`config.mk`:
```
export PLATFORM = sky130hd
export DESIGN_NAME = packbits_scanline_decoder
export DESIGN_NICKNAME = d
export VERILOG_FILES = /design/src/rtl/pbd_pkg.sv /design/src/rtl/pbd_front.sv /design/src/rtl/pbd_queue.sv /design/src/rtl/packbits_scanline_decoder.sv
export SDC_FILE = /design/constraint.sdc
export NUM_CORES = 1
export LEC_CHECK = 0
export ABC_AREA = 1
export CAP_MARGIN = 20
export CORE_ASPECT_RATIO = 0.5
export CORE_MARGIN = 1
export CORE_UTILIZATION = 60
export CTS_CLUSTER_DIAMETER = 120
export DETAILED_ROUTE_END_ITERATION = 6
export DONT_BUFFER_PORTS = 1
export GPL_TIMING_DRIVEN = 0
export HOLD_SLACK_MARGIN = 0.06
export PLACE_DENSITY = 0.88
export SKIP_LAST_GASP = 1
export SYNTH_ARGS = -nofsm -noshare
export SYNTH_HDL_FRONTEND = slang
export SYNTH_SLANG_ARGS = --single-unit
```
`constraint.sdc`:
```
create_clock -name clk -period 16.1 [get_ports clk]
set_clock_uncertainty 0.05 [all_clocks]
set_input_delay 1.61 -clock clk [delete_from_list [all_inputs] [get_ports clk]]
set_output_delay 1.61 -clock clk [all_outputs]
set_load 0.005 [all_outputs]
```
`src/rtl/pbd_pkg.sv`:
```
// package for the packbits scanline decoder: sizes, phase codes, result record
// depends on nothing; imported by every module of the block
`timescale 1ns / 1ps
`default_nettype none
package pbd_pkg;

  localparam int MAX_ROW_LENGTH = 1048576;
  localparam int ROW_W          = $clog2(MAX_ROW_LENGTH + 1);
  localparam int CFG_W          = 21;
  localparam int CMP_W          = (ROW_W > CFG_W) ? ROW_W : CFG_W;
  localparam int QDEPTH         = 2;
  localparam int QPTR_W         = $clog2(QDEPTH);
  localparam int QCNT_W         = $clog2(QDEPTH + 1);

  localparam logic [7:0] HDR_NOP      = 8'h80;
  localparam logic [8:0] REPEAT_BASE  = 9'd257;

  typedef enum logic [1:0] {
    PH_HEADER  = 2'd0,
    PH_LITERAL = 2'd1,
    PH_REPEAT  = 2'd2
  } pbd_phase_t;

  typedef struct packed {
    logic [7:0] value;
    logic [7:0] count;
    logic       row_full;
  } pbd_result_t;

endpackage
`default_nettype wire

```
`src/rtl/pbd_front.sv`:
```
// front end: accepts compressed bytes, tracks header phase and row fill,
// and pushes clipped run results into the queue; uses pbd_pkg
`timescale 1ns / 1ps
`default_nettype none
module pbd_front (
  input  wire                       clk,
  input  wire                       rst_n,
  input  wire                       in_valid,
  input  wire  [7:0]                in_byte,
  input  wire                       in_last,
  output logic                      in_ready,
  input  wire  [pbd_pkg::CFG_W-1:0] row_length,
  input  wire                       q_space,
  output logic                      push,
  output pbd_pkg::pbd_result_t      result
);
  import pbd_pkg::*;

  pbd_phase_t       phase_r, phase_nxt;
  logic [6:0]       literal_left_r, literal_left_nxt;
  logic [7:0]       repeat_length_r, repeat_length_nxt;
  logic [ROW_W-1:0] row_written_r, row_written_nxt;

  logic             acc;
  logic [CMP_W-1:0] cfg_ext;
  logic [CMP_W-1:0] len_ext;
  logic [ROW_W-1:0] len;
  logic [ROW_W-1:0] room;
  logic [7:0]       cnt;
  logic [ROW_W-1:0] written_add;
  logic             produce;

  assign in_ready = q_space;
  assign acc      = in_valid && q_space;

  always_comb begin
    cfg_ext = CMP_W'(row_length);
    len_ext = (cfg_ext > CMP_W'(MAX_ROW_LENGTH)) ? CMP_W'(MAX_ROW_LENGTH) : cfg_ext;
    len     = ROW_W'(len_ext);
    room    = len - row_written_r;
    cnt     = (ROW_W'(repeat_length_r) > room) ? room[7:0] : repeat_length_r;
  end

  always_comb begin
    phase_nxt         = phase_r;
    literal_left_nxt  = literal_left_r;
    repeat_length_nxt = repeat_length_r;
    row_written_nxt   = row_written_r;
    produce           = 1'b0;
    written_add       = row_written_r;
    result.value      = in_byte;
    result.count      = 8'd1;
    result.row_full   = 1'b0;
    if (acc) begin
      if (row_written_r < len) begin
        unique case (phase_r)
          PH_HEADER: begin
            if (!in_byte[7]) begin
              literal_left_nxt = in_byte[6:0];
              phase_nxt        = PH_LITERAL;
            end else if (in_byte != HDR_NOP) begin
              repeat_length_nxt = 8'(REPEAT_BASE - {1'b0, in_byte});
              phase_nxt         = PH_REPEAT;
            end
          end
          PH_LITERAL: begin
            written_add     = row_written_r + ROW_W'(1);
            row_written_nxt = written_add;
            result.count    = 8'd1;
            result.row_full = (written_add == len);
            produce         = 1'b1;
            if (literal_left_r == 7'd0) begin
              phase_nxt = PH_HEADER;
            end else begin
              literal_left_nxt = literal_left_r - 7'd1;
            end
          end
          PH_REPEAT: begin
            written_add     = row_written_r + ROW_W'(cnt);
            row_written_nxt = written_add;
            result.count    = cnt;
            result.row_full = (written_add == len);
            produce         = 1'b1;
            phase_nxt       = PH_HEADER;
          end
          default: begin
            phase_nxt = PH_HEADER;
          end
        endcase
      end
      if (in_last) begin
        phase_nxt         = PH_HEADER;
        literal_left_nxt  = 7'd0;
        repeat_length_nxt = 8'd0;
        row_written_nxt   = '0;
      end
    end
  end

  assign push = produce;

  always_ff @(posedge clk) begin
    if (!rst_n) begin
      phase_r         <= PH_HEADER;
      literal_left_r  <= 7'd0;
      repeat_length_r <= 8'd0;
      row_written_r   <= '0;
    end else begin
      phase_r         <= phase_nxt;
      literal_left_r  <= literal_left_nxt;
      repeat_length_r <= repeat_length_nxt;
      row_written_r   <= row_written_nxt;
    end
  end

  a_end_clears: assert property (@(posedge clk) disable iff (!rst_n)
    acc && in_last |=> phase_r == PH_HEADER && row_written_r == '0)
    else $error("scanline end did not clear state");

  a_count_nonzero: assert property (@(posedge clk) disable iff (!rst_n)
    push |-> result.count != 8'd0)
    else $error("run result with zero count");

  a_literal_single: assert property (@(posedge clk) disable iff (!rst_n)
    push && phase_r == PH_LITERAL |-> result.count == 8'd1)
    else $error("literal byte with count other than one");

endmodule
`default_nettype wire

```
`src/rtl/pbd_queue.sv`:
```
// back end queue: two-entry register fifo holding run results until taken
// uses pbd_pkg for the result record and depth
`timescale 1ns / 1ps
`default_nettype none
module pbd_queue (
  input  wire                        clk,
  input  wire                        rst_n,
  input  wire                        push,
  input  wire pbd_pkg::pbd_result_t  push_data,
  output logic                       space,
  input  wire                        pop,
  output logic                       head_valid,
  output pbd_pkg::pbd_result_t       head_data
);
  import pbd_pkg::*;

  pbd_result_t       mem_r [QDEPTH];
  logic [QPTR_W-1:0] wr_ptr_r, wr_ptr_nxt;
  logic [QPTR_W-1:0] rd_ptr_r, rd_ptr_nxt;
  logic [QCNT_W-1:0] cnt_r, cnt_nxt;
  logic              do_pop;

  assign space      = (cnt_r != QCNT_W'(QDEPTH));
  assign head_valid = (cnt_r != '0);
  assign head_data  = mem_r[rd_ptr_r];
  assign do_pop     = pop && head_valid;

  always_comb begin
    wr_ptr_nxt = wr_ptr_r;
    rd_ptr_nxt = rd_ptr_r;
    cnt_nxt    = cnt_r;
    if (push) begin
      wr_ptr_nxt = (wr_ptr_r == QPTR_W'(QDEPTH - 1)) ? '0 : wr_ptr_r + QPTR_W'(1);
    end
    if (do_pop) begin
      rd_ptr_nxt = (rd_ptr_r == QPTR_W'(QDEPTH - 1)) ? '0 : rd_ptr_r + QPTR_W'(1);
    end
    priority if (push && !do_pop) begin
      cnt_nxt = cnt_r + QCNT_W'(1);
    end else if (do_pop && !push) begin
      cnt_nxt = cnt_r - QCNT_W'(1);
    end
  end

  always_ff @(posedge clk) begin
    if (!rst_n) begin
      wr_ptr_r <= '0;
      rd_ptr_r <= '0;
      cnt_r    <= '0;
    end else begin
      wr_ptr_r <= wr_ptr_nxt;
      rd_ptr_r <= rd_ptr_nxt;
      cnt_r    <= cnt_nxt;
    end
  end

  always_ff @(posedge clk) begin
    if (push) begin
      mem_r[wr_ptr_r] <= push_data;
    end
  end

  a_no_overflow: assert property (@(posedge clk) disable iff (!rst_n)
    push |-> space)
    else $error("push into full queue");

  a_fill_bound: assert property (@(posedge clk) disable iff (!rst_n)
    cnt_r <= QCNT_W'(QDEPTH))
    else $error("queue fill count out of range");

  a_fill_grows: assert property (@(posedge clk) disable iff (!rst_n)
    push && !do_pop |=> cnt_r == $past(cnt_r) + QCNT_W'(1))
    else $error("queue fill count did not grow on push");

endmodule
`default_nettype wire

```
`src/rtl/packbits_scanline_decoder.sv`:
```
// channel  dir  handshake            payload
// in_      in   in_tvalid/in_tready  tdata[7:0] code_byte, tlast scanline_end
// out_     out  out_tvalid/out_tready tdata[7:0] value, [15:8] count, tlast row_full
// cfg_     in   cfg_valid/cfg_ready  cfg_data[20:0] row_length
//
// one compressed byte per cycle while the queue has space; each run result is registered in the result queue
// the front updates its header/row state registers on each accepted byte, the queue decouples stalls
// a two-entry result queue keeps input flowing while out_tready is low, until the queue fills
// reset: synchronous active low, row_length returns to 1, no clearing pass
// top level of the packbits scanline decoder; uses pbd_pkg, pbd_front, pbd_queue
`timescale 1ns / 1ps
`default_nettype none
module packbits_scanline_decoder (
  input  wire                        clk,
  input  wire                        rst_n,
  input  wire                        in_tvalid,
  output logic                       in_tready,
  input  wire  [7:0]                 in_tdata,   // code_byte
  input  wire                        in_tlast,   // scanline_end
  output logic                       out_tvalid,
  input  wire                        out_tready,
  output logic [15:0]                out_tdata,  // value, count
  output logic                       out_tlast,  // row_full
  input  wire                        cfg_valid,
  output logic                       cfg_ready,
  input  wire  [pbd_pkg::CFG_W-1:0]  cfg_data    // row_length
);
  import pbd_pkg::*;

  logic [CFG_W-1:0] row_length_r;
  logic             q_space;
  logic             push;
  pbd_result_t      push_data;
  pbd_result_t      head;

  assign cfg_ready = 1'b1;

  always_ff @(posedge clk) begin
    if (!rst_n) begin
      row_length_r <= CFG_W'(1);
    end else if (cfg_valid) begin
      row_length_r <= cfg_data;
    end
  end

  pbd_front u_front (
    .clk        (clk),
    .rst_n      (rst_n),
    .in_valid   (in_tvalid),
    .in_byte    (in_tdata),
    .in_last    (in_tlast),
    .in_ready   (in_tready),
    .row_length (row_length_r),
    .q_space    (q_space),
    .push       (push),
    .result     (push_data)
  );

  pbd_queue u_queue (
    .clk        (clk),
    .rst_n      (rst_n),
    .push       (push),
    .push_data  (push_data),
    .space      (q_space),
    .pop        (out_tready),
    .head_valid (out_tvalid),
    .head_data  (head)
  );

  assign out_tdata = {head.count, head.value};
  assign out_tlast = head.row_full;

endmodule
`default_nettype wire
```
-- Yosys cells after proc, flatten, opt, wreduce, memory -nomap -nowiden
Memory sizes are Yosys's and may differ from the RTL's. A register that Yosys moved wholly into a read port is not among the register bits.
Cells that the tools add are included.
- logic and storage cells: 87
- bits in writable memories: 34
- input port bits: 35
- bits in registers: 63
- memories kept: 1
- output and inout bits: 20
- memories (memory ; depth ; bits a word ; rd ports ; clocked after Yosys merged registers in ; wr ports ; line ; source):
    u_queue.mem_r ; 2 ; 17 ; 1 ; 1 ; 1 ; pbd_queue.sv:17 ; pbd_result_t mem_r [QDEPTH];
- mux-type cells: 35
- $add $sub $neg: 9
- eq/ne operators: 10
- order comparisons: 3
- reduce and logical (&&, ||, !) cells: 21
- operators by type and width (kind ; number):
    2-to-1 mux 21 bit ; 3
    2-to-1 mux 8 bit ; 6
    equality test 21 bit ; 2
    one-hot mux 21 bit (2 select lines) ; 1
    2-to-1 mux 7 bit ; 4
    adder 21 x 1 -> 21 bit, second input constant ; 1
    adder 21 x 8 -> 21 bit ; 1
    greater-than comparator 21 bit, second input constant ; 1
    greater-than comparator 8 x 21 -> 1 bit ; 1
    less-than comparator 21 bit ; 1
    subtractor 21 bit ; 1
    2-to-1 mux 9 bit ; 2
    one-hot mux 9 bit (2 select lines) ; 1
    2-to-1 mux 2 bit ; 7
    one-hot mux 7 bit (2 select lines) ; 1
    nonzero test 2 bit ; 6
    AND reduction 5 bit ; 2
    2-to-1 mux 1 bit ; 9
    inequality test 8 bit, second input constant ; 1
    subtractor 1 x 8 -> 8 bit, first input constant ; 1
    logical NOT 7 bit ; 1
    subtractor 7 x 1 -> 7 bit, second input constant ; 1
    inequality test 3 bit, second input constant ; 2
    nonzero test 3 bit ; 2
    other kinds (15) ; 20

-- Logic depth before layout (Yosys ltp)
Gate-level depths: netlist of run 1.
- depth in word-level cells: 10
- gate-level depth with buffers: 49
- mapped depth without buffers: 47

-- Cells and area by module
Synthesis of run 1 repeated with hierarchy kept, for this count alone.
- cells, all modules: 1024
- area, all modules: 7164.4 um^2
- modules (own cells, without submodules) (module ; sequential area each (um^2) ; area each (um^2) ; times used ; cells an instance):
    pbd_front ; 760.7 ; 4740.8 ; 1 ; 801
    pbd_queue ; 1121.1 ; 1516.5 ; 1 ; 89
    packbits_scanline_decoder ; 420.4 ; 907.1 ; 1 ; 134

-- Worst setup path after synthesis of run 1
OpenSTA, ideal clock, no wires.
- kind: register -> register
- start: register row_length_r[16]
- end: memory u_queue.mem_r[0][0] (netlist name), data pin
- arrival time: 5.475 ns
- slack: 10.427 ns
- cell stages (with the launch flop): 44
- period minus slack after synthesis: 5.673 ns
- library setup time: 0.148 ns
- path buffers: 2
- required time: 15.902 ns
- path through: dfxtp_1 -> nor4_1 -> nand4_1 -> nand2_1 -> inv_1 -> clkbuf_1 -> nor2_1 -> ha_1 -> nand2_1 -> inv_1 -> a21oi_1 -> nand2_2 -> xor2_1 -> inv_1 -> ha_1 -> and3_1 -> nand4_1 -> nand3_1 -> [... 8 more ...] -> o21ai_0 -> inv_1 -> nand2_1 -> ha_1 -> inv_1 -> fa_1 -> xnor2_1 -> nor4_1 -> nand2_1 -> nor2_1 -> nand2_1 -> nor2_1 -> nand3_1 -> nor2_1 -> nand2_1 -> nor2_1 -> nand3_1 -> nor2_1
- RTL lines (item ; line ; source):
    start: declaration ; packbits_scanline_decoder.sv:30 ; logic [CFG_W-1:0] row_length_r;
    start signal: assignment ; packbits_scanline_decoder.sv:42 ; row_length_r <= cfg_data;
    end: declaration ; pbd_queue.sv:17 ;

==> results of run 1 <==
## stage by stage
stage | power (W) | std cells | hold slack [ns]
5_1_grt | 0.000846 | 1300 | 0.460
4_1_cts | 0.000794 | 1300 | 0.435
6_report | 0.000802 | 1300 | 0.435
2_1_floorplan | 0.000505 | 1117 | 0.398
3_5_place_dp | 0.000566 | 1284 | 0.422
3_3_place_gp | 0.000556 | 1282 | 0.414
## kinds of logic (layout without fill, tap and decap cells)
| kind of cell | after synthesis | count (layout) | synth area share [%] |
|---|---|---|---|
| flops | 98 | 98 | 31.2 |
| compound gates | 148 | 148 | 10.9 |
| other cells | 1 | 1 | 0.0508 |
| mux | 17 | 17 | 2.59 |
| simple gates | 585 | 585 | 35.3 |
| xor+xnor | 15 | 15 | 1.78 |
| buf+inv | 210 | 228 | 10.7 |
| fa+ha+maj | 43 | 43 | 7.49 |
## layout make-up
class	instances	share of cell area (%)
Inverter	187	8.85
Multi-Input combinational cell	809	54.1
Timing Repair Buffer	2	0.284
Tap cell	165	2.60
Clock buffer	10	3.15
Sequential cell	98	29.0
Buffer	23	1.15
Clock inverter	6	0.867
## metal layers
| layer | vias up | wire [um] | track usage [%] | share of wire (%) |
|---|---|---|---|---|
| met5 | - | 0 | 0 | 0 |
| met4 | 0 | 516 | 13.6 | 2.6 |
| met3 | 54 | 1730 | 6.61 | 8.7 |
| met2 | 328 | 8800 | 54.2 | 44 |
| met1 | 3353 | 8790 | 40.1 | 44 |
| li1 | 3649 | - | - | - |
## registers in the layout (all words and copies together), names as in the netlist, named ones only
name	flops
row_length_r	21
u_front.literal_left_r	7
u_front.phase_r	2
u_front.repeat_length_r	8
u_front.row_written_r	21
u_queue.cnt_r	2
u_queue.mem_r	34
u_queue.rd_ptr_r	1
u_queue.wr_ptr_r	1
## critical path, delay by kind of cell, from the launching register on
| family | cells | cell delay [ns] |
|---|---|---|
| compound gates | 2 | 0.73 |
| xor+xnor | 2 | 0.42 |
| fa+ha+maj | 3 | 1.20 |
| buf+inv | 5 | 0.70 |
| flops | 1 | 0.33 |
| simple gates | 26 | 3.99 |
## final timing paths
kind | slack [ns] | startpoint | endpoint
setup / recovery | 8.43 | row_length_r[16] | u_queue.mem_r[0][0]
hold / removal | 0.43 | row_length_r[18] | row_length_r[18]
setup reg to reg | 8.43 | row_length_r[16] | u_queue.mem_r[0][0]
hold reg to reg | 0.43 | row_length_r[18] | row_length_r[18]
## cell usage in the layout (no fill, tap or decap), drive strengths merged, types with 2 or more instances in the layout
master | synthesis | final
or2 | 4 | 4
fa | 2 | 2
o21ai | 45 | 45
nand3b | 7 | 7
dfxtp | 64 | 64
inv | 182 | 185
ha | 41 | 41
a21o | 2 | 2
o211ai | 2 | 2
nand2 | 311 | 311
nand4 | 19 | 19
xor2 | 10 | 10
clkinv | 5 | 7
nor2 | 109 | 109
a31oi | 5 | 5
nor4 | 11 | 11
clkbuf | 20 | 30
nor3 | 12 | 12
xnor2 | 5 | 5
o22ai | 2 | 2
edfxtp | 34 | 34
and2 | 4 | 4
nand3 | 107 | 107
a21oi | 77 | 77
buf | 3 | 5
mux2 | 17 | 17
a21boi | 2 | 2
a211oi | 11 | 11
## power by group through the flow
stage	registers, W	logic (W)	clock network (W)
after floorplan	0.000295	0.000210	0
after global placement	0.000298	0.000257	0
after detailed placement	0.000299	0.000267	0
after CTS	0.000294	0.000271	0.000230
after global routing	0.000296	0.000309	0.000240
final	0.000294	0.000276	0.000232
==> impl.org, run 1 <==
** Timing
- Static timing analysis puts the maximum clock frequency at 130 MHz.
- Crit path time final :: 7.67 ns
- Setup violations, final :: 0
- Number of slew-limit violations in the final report :: 0
- Pin slew with the least headroom to its limit :: 0.738 ns
- Final worst slack :: 8.43 ns
- Setup repair after global routing left no endpoint under its margin.
- The worst path uses 47.6% of the clock period.
- Headroom to the max-slew limit came out at 50.4%.
- Total count of hold-check failures in the final report :: 0
- TNS Setup :: 0 ns

** Power
- In this run the static leakage power is 3.72 nW.
- Share of power burned in registers :: 36.7%
- For this design the total switching power over the nets is 0.000305 W.
- VDD sags by at most 0.0000668 V.
- Part of the power in combinational logic :: 34.4%
- Proportion of power drawn by the clock network :: 28.9%
- In this run the power density over the cells is 101 mW/mm2.
- Switching share of power :: 38.1%
- P_int :: 0.000497 W

** Synth
- Yosys printed 0 warnings.
- Sorting the synthesized cells by area gives the leading types as sky130_fd_sc_hd__dfxtp_1, sky130_fd_sc_hd__nand2_1, sky130_fd_sc_hd__edfxtp_1.
- Cell taking the most area after synthesis :: sky130_fd_sc_hd__dfxtp_1
- Fraction of registers with async set or reset after synthesis :: 0%
- The synthesized design devotes to its leading area cell type 17.3% of total area.
- Seq/Total Area, Yosys :: 31.2%
- Synth Cell Area :: 0.00739 mm2
- Counting every instance in the synthesized netlist gives 1117.
- Most frequent cells after synthesis :: sky130_fd_sc_hd__nand2_1, sky130_fd_sc_hd__inv_1, sky130_fd_sc_hd__nor2_1
- Synthesis instantiated 46 different standard cells from the library.
- Number of flops mapped to enable cells by yosys :: 34
- Average cell area after synthesis :: 6.61 um2
- Counting every net in the synthesized netlist gives 1195.
- Primary flip-flop cell chosen by synthesis mapping :: sky130_fd_sc_hd__dfxtp_1
- The synthesized design contains 98 register bits.
- Yosys instantiated no cell more often than sky130_fd_sc_hd__nand2_1.

** Detailed routing
- Average routed wire per standard cell :: 15.3 um
- Number of vias per cell after detailed routing :: 5.68
- Initial DRC count :: 678
- The count of nets left with antenna violations once routing finished came out at 0.
- First-pass DRT Iterations :: 5
- Across all layers, the routed design uses 7384 vias.
- Wire length reported by the detailed router :: 19800 um
- DRC violation count after routing :: 0

** Worst hold path
- Path type of the worst min-delay path :: flop to flop
- Counting instances, the worst hold path has a depth of 2.

** Worst setup path
- By instance count, the cell type seen most on the critical path is sky130_fd_sc_hd__nor2_1.
- Category of the critical setup timing path :: flop to flop
- The worst setup path is launched from a flop.
- Along the worst path, the maximum fanout reaches 10.
- Stage delay of the slowest cell on the critical path :: 0.57 ns
- Worst endpoint data arrival time :: 7.72 ns
- Cell with the biggest individual delay on the critical path :: sky130_fd_sc_hd__fa_1
- The worst setup path is captured at a flop.
- STA puts the critical path data required time at 16.15 ns.
- Length in cells of the worst reg-to-reg path :: 38

** Clock tree
- Counting every sink on the clock net gives 98.
- Clock edge transition at the registers on the reported setup and hold paths :: 0.08 ns
- Counting the buffers created by CTS gives 9.
- Hold repair after CTS inserted 0 buffers.
- At the later pin of the worst-skew pair, clock insertion delay measures 0.35 ns.
- Longest Clk Path Bufs :: 2
- Buffers added to address setup during post-CTS repair amount to 0.
- In this run the number of H-tree levels came out at 3.
- Library cell used as clock root buffer :: sky130_fd_sc_hd__clkbuf_16
- Total of cells resized after clock tree synthesis :: 0
- Clock tree from TritonCTS :: done

** Cells and area
- Summing all non-filler instances in the final layout gives an area of 0.00794 mm2.
- Register Area :: 0.00230 mm2
- From synthesis to final layout, the design area changed by 7.42%.
- 0 antenna diodes ended up in the layout.
- Count of filler cells inserted in the layout :: 1016
- Total area of multi-input combinational cells :: 0.00429 mm2
- Share of layout cells above drive strength 1 :: 7.31%
- In the final design database the tool counted 1208 nets.
- Util after Layout :: 66.6%

** Global routing
- The first global-routing pass estimated 32300 um of wire.
- Antenna violations before repair :: 0
- All-layer global routing usage :: 32.0%
- The number of global-route vias before repair was 6875.
- Entering global routing, the biggest net connects 20 pins.
- Gr ovfl total :: 0

** Die
- Die Y :: 80.5 um
- For this design the top-level I/O count stands at 55.
- For this configuration, the core starts out at a cell density of 62.0%.
- Die footprint :: 0.0128 mm2
- Cell row count :: 28
- Horiz. Die Dim :: 159 um
- Core footprint :: 0.0119 mm2

** Place
- IO Port Bufs :: 0
- Hpwl dp :: 15600 um
- After detailed placement, the total cell area comes to 0.00762 mm2.
- Worst setup slack after placement :: 8.64 ns
- At the end of routability-driven placement, the weighted congestion stood at 0.976.

** Outcome
- Outcome :: finished clean

** Job
- Number of violations of the max-capacitance limit :: 0
Power figures use the tool's default switching activity.
==> run 2, diff against run 1 <==
clock period = 7.95 ns   (was 16.1 ns; I/O delays follow)
==> impl.org, run 2 (synthesized netlist as in run 1, its figures left out) <==
** Outcome
- The run finished, with violations left.
- Violations in the final reports :: design-rule violations

** Cells and area
- Leaving out fill and tap cells, the most frequent cell in the layout is sky130_fd_sc_hd__nand2_1.
- In the final design database the tool counted 1208 nets.
- In the layout the commonest cells are sky130_fd_sc_hd__nand2_1, sky130_fd_sc_hd__inv_1, sky130_fd_sc_hd__nand3_1, sky130_fd_sc_hd__nor2_1, sky130_fd_sc_hd__a21oi_1.
- # diodes :: 0
- The area growth from synthesis to layout is 7.66%.
- Count of filler cells inserted in the layout :: 1014
- For this run, the share of the core covered by cells in the final layout is 66.8%.
- Max FFs per register :: 34
- Biggest register :: u_queue.mem_r
- Share of layout cells above drive strength 1 :: 7.93%
- Leaving out filler cells and counting taps, the final layout contains 1300.
- Top Registers :: u_queue.mem_r (34), row_length_r (21), u_front.row_written_r (21)

** Worst setup path
- The slowest stage of the critical path belongs to the cell sky130_fd_sc_hd__fa_1.
- Endpoint of the lowest-slack register-to-register path :: u_queue.mem_r[0][0]
- Measured in cells, the most critical reg-to-reg path has a length of 42.
- The worst setup path is captured at a flop.
- Setup slack on the worst reg-to-reg path comes out at 0.61 ns.
- Worst endpoint data arrival time :: 7.44 ns
- Stage delay of the slowest cell on the critical path :: 0.48 ns
- At the worst endpoint, the required time is 8.05 ns.
- Source of the worst register-to-register timing path :: row_length_r[16]
- The critical path in this run is classified as flop to flop.
- Of all nets on the critical path, the largest fanout is 10.
- Cell repeated most along the worst path :: sky130_fd_sc_hd__nand2_1
- STA classifies the critical path startpoint as a flop.

** Timing
- For the pin with the worst max-slew slack, the measured transition is 0.751 ns.
- The worst path meets setup with 0.608 ns of slack.
- Final period utilization :: 92.4%
- TNS Setup :: 0 ns
- Normalized max-slew margin :: 49.4%
- The count of pins over their slew limit was 0.
- Total count of hold-check failures in the final report :: 0
- Derived from the worst setup path, the maximum achievable clock frequency is 136 MHz.
- Setup violations remaining at the end of the flow were counted as 0.
- Final hold analysis gives a worst-case slack of 0.432 ns.
- Crit path time final :: 7.34 ns
- Setup repair after global routing left no endpoint under its margin.

** Die
- The die covers 0.0128 mm2.
- The floorplan step set the die height to 80.5 um.
- In this run the count of I/O pins placed on the die edge is 55.
- The initial utilization of the core area, before any placement, comes to 62.0%.
- Cell row count :: 28
- The floorplan step defined a core boundary enclosing 0.0119 mm2.
- In this run the horizontal extent of the chip is 159 um.

** Detailed routing
- Vias after detailed routing :: 7391
- Average routed wire per standard cell :: 15.3 um
- First-pass DRT Iterations :: 7
- After detailed routing, the number of vias per cell comes to 5.69.
- The first routing iteration left 614 violations.
- Antenna Violating Nets Remaining :: 0
- DRC violation count after routing :: 4
- Wire length reported by the detailed router :: 19800 um

** Clock tree
- Clock edge transition at the registers on the reported setup and hold paths :: 0.08 ns
- The root buffer cell chosen for the clock tree is sky130_fd_sc_hd__clkbuf_16.
- Number of buffers added by the clock tree synthesis step :: 9
- Longest Clk Path Bufs :: 2
- Worst-skew pair later-pin latency :: 0.35 ns
- Number of hold-repair buffers added at the cts stage :: 0
- The clock tree synthesis step divided the H-tree into 3 levels.
- Post-CTS timing repair inserted 0 buffers for setup.
- Clock tree from TritonCTS :: done
- The clock net in this run drives a total of 98 sinks.

** Worst hold path
- The worst hold path was traced through 2 stages.
- Path type of the worst min-delay path :: flop to flop
- Critical hold path startpoint :: row_length_r[15]
- WHS Endpoint :: row_length_r[15]

** Power
- Cell leakage power :: 3.72 nW
- Worst supply voltage drop on vdd :: 0.000136 V
- Power density over cell area :: 204 mW/mm2

** Global routing
- After global routing the overflow that remains totals 0.
- Entering global routing, the biggest net connects 20 pins.
- All-layer global routing usage :: 32.0%
- The number of global-route vias before repair is 6875.
- The number of antenna violations at the first check in global routing came to 0.
- The first global-routing pass estimated 32300 um of wire.

** Place
- Final weighted congestion in routability-driven placement :: 0.976
- IO Port Bufs :: 0
- Worst setup slack after placement :: 0.494 ns
- Once placement completed, the tool counted placed cells totaling 1284.
- The wire-length estimate of the detail-placed layout is 15600 um.

** Job
- Max-cap violations in this run came to 0.
run 2: cell counts in the layout (fill, tap and decap cells not counted):
No cell type changed its count.
run 2: what timing repair did:
item / in CTS / in global routing
setup endpoints to repair: 0 / 2
hold endpoints to repair: 0 / 0
resized for setup: 0 / 8
run 2: worst max path at each step:
stage / startpoint / endpoint / slack, ns / cells after the start
finish: row_length_r[16] / u_queue.mem_r[0][0] / 0.61 / 42
global route: row_length_r[16] / u_queue.mem_r[0][0] / 0.03 / 42
CTS: row_length_r[16] / u_queue.mem_r[0][0] / 0.45 / 38
detailed placement: row_length_r[16] / u_queue.mem_r[1][0] / 0.49 / 38
global placement: row_length_r[16] / u_queue.mem_r[1][0] / 0.70 / 38
floorplan: row_length_r[16] / u_queue.mem_r[0][0] / 2.28 / 43
run 2: power by group:
part	internal (W)	switching (W)	leakage (nW)	total, W
registers	0.000569	0.0000270	0.845	0.000596
logic	0.000195	0.000365	2.72	0.000560
clock network	0.000242	0.000225	0.154	0.000466
total	0.00101	0.000617	3.72	0.00162
run 2: worst max-delay path, delay by kind of cell (launching register included):
family | cells | cell delay [ns]
xor+xnor | 2 | 0.43
simple gates | 27 | 3.82
fa+ha+maj | 4 | 1.26
compound gates | 2 | 0.39
buf+inv | 7 | 0.86
flops | 1 | 0.33
run 2: layout make-up:
| class | instances | area, um2 | area share (%) |
|---|---|---|---|
| Multi-Input combinational cell | 809 | 4310 | 54.2 |
| Sequential cell | 98 | 2300 | 28.9 |
| Inverter | 187 | 702 | 8.83 |
| Clock buffer | 10 | 250 | 3.15 |
| Tap cell | 165 | 206 | 2.60 |
| Buffer | 23 | 91.3 | 1.15 |
| Clock inverter | 6 | 68.8 | 0.865 |
| Timing Repair Buffer | 2 | 22.5 | 0.283 |
run 2: layer usage:
metal | GRT usage [%] | vias to the layer above | part of all wire [%]
met5 | 0 | - | 0
li1 | - | 3651 | -
met2 | 54.2 | 352 | 45
met3 | 6.61 | 48 | 9.0
met4 | 13.6 | 0 | 2.6
met1 | 40.1 | 3340 | 44
run 2: per-stage QoR:
step | total power [W] | area, um2
after floorplan | 0.00102 | 7390
after global placement | 0.00113 | 7590
after detailed placement | 0.00115 | 7620
after CTS | 0.00161 | 7940
after global routing | 0.00171 | 7950
final | 0.00162 | 7950
==> run 3, diff against run 2 <==
ABC_AREA = default   (was 1)
CAP_MARGIN = 40   (was 20)
==> impl.org, run 3 <==
** Outcome
- The run finished with clean final reports.

** Detailed routing
- In this run, the number of DRC markers left after iteration 0 of detailed routing was 662.
- The first detailed-routing pass took 6 iterations.
- In this run the remaining antenna-violating nets after routing total 0.
- In the routed design, unresolved DRC markers number 0.
- Average routed wire per standard cell :: 19.3 um
- Vias after detailed routing :: 6767
- Wires add up to 20500 um.
- After detailed routing, the number of vias per cell comes to 6.40.

** Synth
- Post-synthesis cell count :: 864
- Count of yosys warnings during synthesis :: 0
- Of the synthesized area, sequential elements account for 30.9%.
- Most frequent cells after synthesis :: sky130_fd_sc_hd__dfxtp_1, sky130_fd_sc_hd__nand2_1, sky130_fd_sc_hd__inv_1
- Most instantiated library cell after synthesis :: sky130_fd_sc_hd__dfxtp_1
- Summed over all instances, the cell type with the most area after synthesis is sky130_fd_sc_hd__dfxtp_1.
- Sorting the synthesized cells by area gives the leading types as sky130_fd_sc_hd__dfxtp_1, sky130_fd_sc_hd__edfxtp_1, sky130_fd_sc_hd__ha_1.
- In this run, synthesis inferred 34 flip-flops with an integrated enable.
- Distinct cell type count after synthesis :: 86
- Of the total synthesized cell area, the portion taken by full adders, half adders and majority gates is 7.70%.
- The share of synthesized area in the top cell type comes to 17.2%.
- Proportion of synthesized area in mux cells :: 7.50%
- Average cell area after synthesis :: 8.61 um2
- Primary flip-flop cell chosen by synthesis mapping :: sky130_fd_sc_hd__dfxtp_1
- The number of nets in the synthesized netlist is 942.
- Summing the areas of all xor and xnor instances in the mapped netlist gives 6.14% of the synthesized area.
- The synthesized netlist devotes 20.1% of its cell area to compound gates.
- Yosys reg bits :: 98
- In this run the cell area of the synthesized design comes to 0.00744 mm2.
- After synthesis, the share of flip-flops with an asynchronous set or reset is 0%.
- Dominant combinational cell family by area after synthesis :: simple AND/OR/NAND/NOR gates
- Post-synthesis share of cell area spent on and, or, nand and nor gates :: 21.6%

** Worst setup path
- Crit. End Element :: flop
- In this run the worst path has a maximum fanout of 10.
- Category of the critical setup timing path :: flop to flop
- Data on the critical path is required at its endpoint by 8.02 ns.
- Setup slack on the worst reg-to-reg path comes out at 0.20 ns.
- Critical path startpoint category :: flop
- Stage delay of the slowest cell on the critical path :: 0.58 ns
- Cell with the biggest individual delay on the critical path :: sky130_fd_sc_hd__or4_1
- At the worst endpoint, the arrival time is 7.82 ns.

** Timing
- Setup violations, final :: 0
- Normalized max-slew margin :: 45.2%
- Hold is met by 0.441 ns.
- Total count of hold-check failures in the final report :: 0
- The worst path uses 97.5% of the clock period.
- Static timing analysis puts the maximum clock frequency at 129 MHz.
- Number of slew-limit violations in the final report :: 0
- Pin slew with the least headroom to its limit :: 0.822 ns
- After routing, the total negative slack on setup checks comes to 0 ns.
- Crit path time final :: 7.75 ns

** Cells and area
- The library cells used most frequently in the layout, excluding fill and tap cells, are sky130_fd_sc_hd__dfxtp_1, sky130_fd_sc_hd__nand2_1, sky130_fd_sc_hd__inv_1.
- Register Area :: 0.00230 mm2
- Of the cells placed in the final design, the portion with a size suffix greater than 1 is 11.1%.
- Total area of multi-input combinational cells :: 0.00475 mm2
- Leaving out fill and tap cells, the most frequent cell in the layout is sky130_fd_sc_hd__dfxtp_1.
- The net count of the finished layout is 966.
- Area of all placed cells without fillers :: 0.00815 mm2
- Biggest register :: u_queue.mem_r
- The register with the most flip-flops in the layout has 34 of them.
- Count of filler cells inserted in the layout :: 974
- # diodes :: 0
- In the final layout, the registers with the most flip-flops are u_queue.mem_r (34), row_length_r (21), u_front.row_written_r (21).
- Area delta synth->final :: 9.58%

** Clock tree
- Clock tree from TritonCTS :: done
- Number of hold-repair buffers added at the cts stage :: 0
- Clock-pin slew was measured on the worst setup and hold paths at 0.07 ns.
- Worst-skew pair later-pin latency :: 0.35 ns
- Number of buffers added by the clock tree synthesis step :: 9
- Number of clock sinks :: 98
- The root buffer cell chosen for the clock tree is sky130_fd_sc_hd__clkbuf_16.
- H-Tree Depth :: 3
- The clock passes through at most 2 buffers.

** Power
- Proportion of power drawn by the clock network :: 33.1%
- Cell leakage power :: 3.03 nW
- The design draws 0.00148 W.
- Worst supply voltage drop on vdd :: 0.000154 V
- Internal power comes to 0.00100 W.
- Sequential cells burn 38.0% of the power.
- Part of the power in combinational logic :: 28.9%
- In this run switching power makes up 32.4% of total power.
- Power density over cell area :: 182 mW/mm2
- Switching pwr :: 0.000481 W

** Die
- Core footprint :: 0.0119 mm2
- Once the floorplan was initialized, standard cells occupied 62.3% of the core.
- Num ports :: 55
- From left edge to right edge, the die measures 159 um.
- Die Y :: 80.7 um
- The die covers 0.0129 mm2.
- After floorplanning, the core was divided into 28 placement rows.

** Worst hold path
- The worst hold path belongs to the class flop to flop.

** Place
- Summed over all nets, the half-perimeter wirelength after detailed placement is 15800 um.
- IO Port Bufs :: 0
- The congestion estimate from routability-driven global placement came to 0.984.
- Placement-stage cell area :: 0.00767 mm2

** Global routing
- First-pass GRT wire length :: 31700 um
- After global routing the overflow that remains totals 0.
- Across every metal layer, demand over resource in global routing totals 31.7%.
- Largest net degree at the start of global routing :: 19
- Via count of the first global-routing pass :: 6250
- Antenna violations before repair :: 0

** Job
- Number of violations of the max-capacitance limit :: 0
run 3: cell count changes after synthesis, sizes merged, moves of 34 or more:
cell and delta:
inv -124, nand2 -250, nand3 -90, nor2 -57
nor2b +55, xnor2 +34
run 3: worst max-delay path, delay by kind of cell, from the launching register on:
family | cells | cell delay [ns]
simple gates | 12 | 2.85
compound gates | 11 | 2.17
fa+ha+maj | 3 | 0.92
buf+inv | 3 | 0.45
flops | 1 | 0.38
mux | 1 | 0.38
xor+xnor | 1 | 0.31
run 3: final cells by class:
type | instances | share of cell area, %
Buffer | 48 | 2.87
Clock inverter | 7 | 1.37
Clock buffer | 9 | 2.76
Inverter | 58 | 2.67
Tap cell | 165 | 2.53
Sequential cell | 98 | 28.2
Multi-Input combinational cell | 660 | 58.3
Timing Repair Buffer | 13 | 1.24
run 3: repair_timing:
| action | in CTS | in global routing |
|---|---|---|
| pin swaps | 1 | 6 |
| setup buffers | 4 | 6 |
| resized for setup | 1 | 16 |
| endpoints found under the setup margin | 2 | 2 |
run 3: layer usage:
metal / wire length (um) / track usage, % / up-vias
li1: - / - / 3157
met1: 8890 / 41.5 / 3212
met2: 9050 / 52.7 / 344
met3: 2070 / 6.95 / 54
met4: 466 / 10.3 / 0
met5: 0 / 0 / -
run 3: logic make-up (layout without fill, tap and decap cells):
| logic type | after synthesis | count (layout) |
|---|---|---|
| multiplexers | 53 | 53 |
| other | 1 | 1 |
| flip-flops | 98 | 98 |
| XOR/XNOR | 49 | 49 |
| AND/OR/NAND/NOR | 293 | 293 |
| buffers and inverters | 106 | 135 |
| AO/OA/AOI/OAI | 219 | 219 |
| adder cells (fa/ha/maj) | 45 | 45 |
run 3: through the flow:
stage	util (%)	std cells	worst slack, ns
5_1_grt	68.3	1058	-0.0792
2_1_floorplan	-	864	1.30
4_1_cts	67.3	1051	0.00982
6_report	68.3	1058	0.201
3_3_place_gp	64.0	1029	-0.208
3_5_place_dp	64.2	1031	-0.273
run 3: final timing paths:
kind | start | cells past startpoint | to
max | row_length_r[20] | 31 | u_queue.mem_r[1][0]
max reg2reg | row_length_r[20] | 31 | u_queue.mem_r[1][0]
min reg2reg | u_front.row_written_r[19] | 2 | u_front.row_written_r[19]
min | u_front.row_written_r[19] | 2 | u_front.row_written_r[19]
run 3: power by group through the flow:
stage | combinational [W] | sequential, W | clock (W)
6_report | 0.000430 | 0.000563 | 0.000491
5_1_grt | 0.000470 | 0.000566 | 0.000517
4_1_cts | 0.000416 | 0.000563 | 0.000493
3_5_place_dp | 0.000411 | 0.000574 | 0
3_3_place_gp | 0.000404 | 0.000572 | 0
2_1_floorplan | 0.000326 | 0.000568 | 0
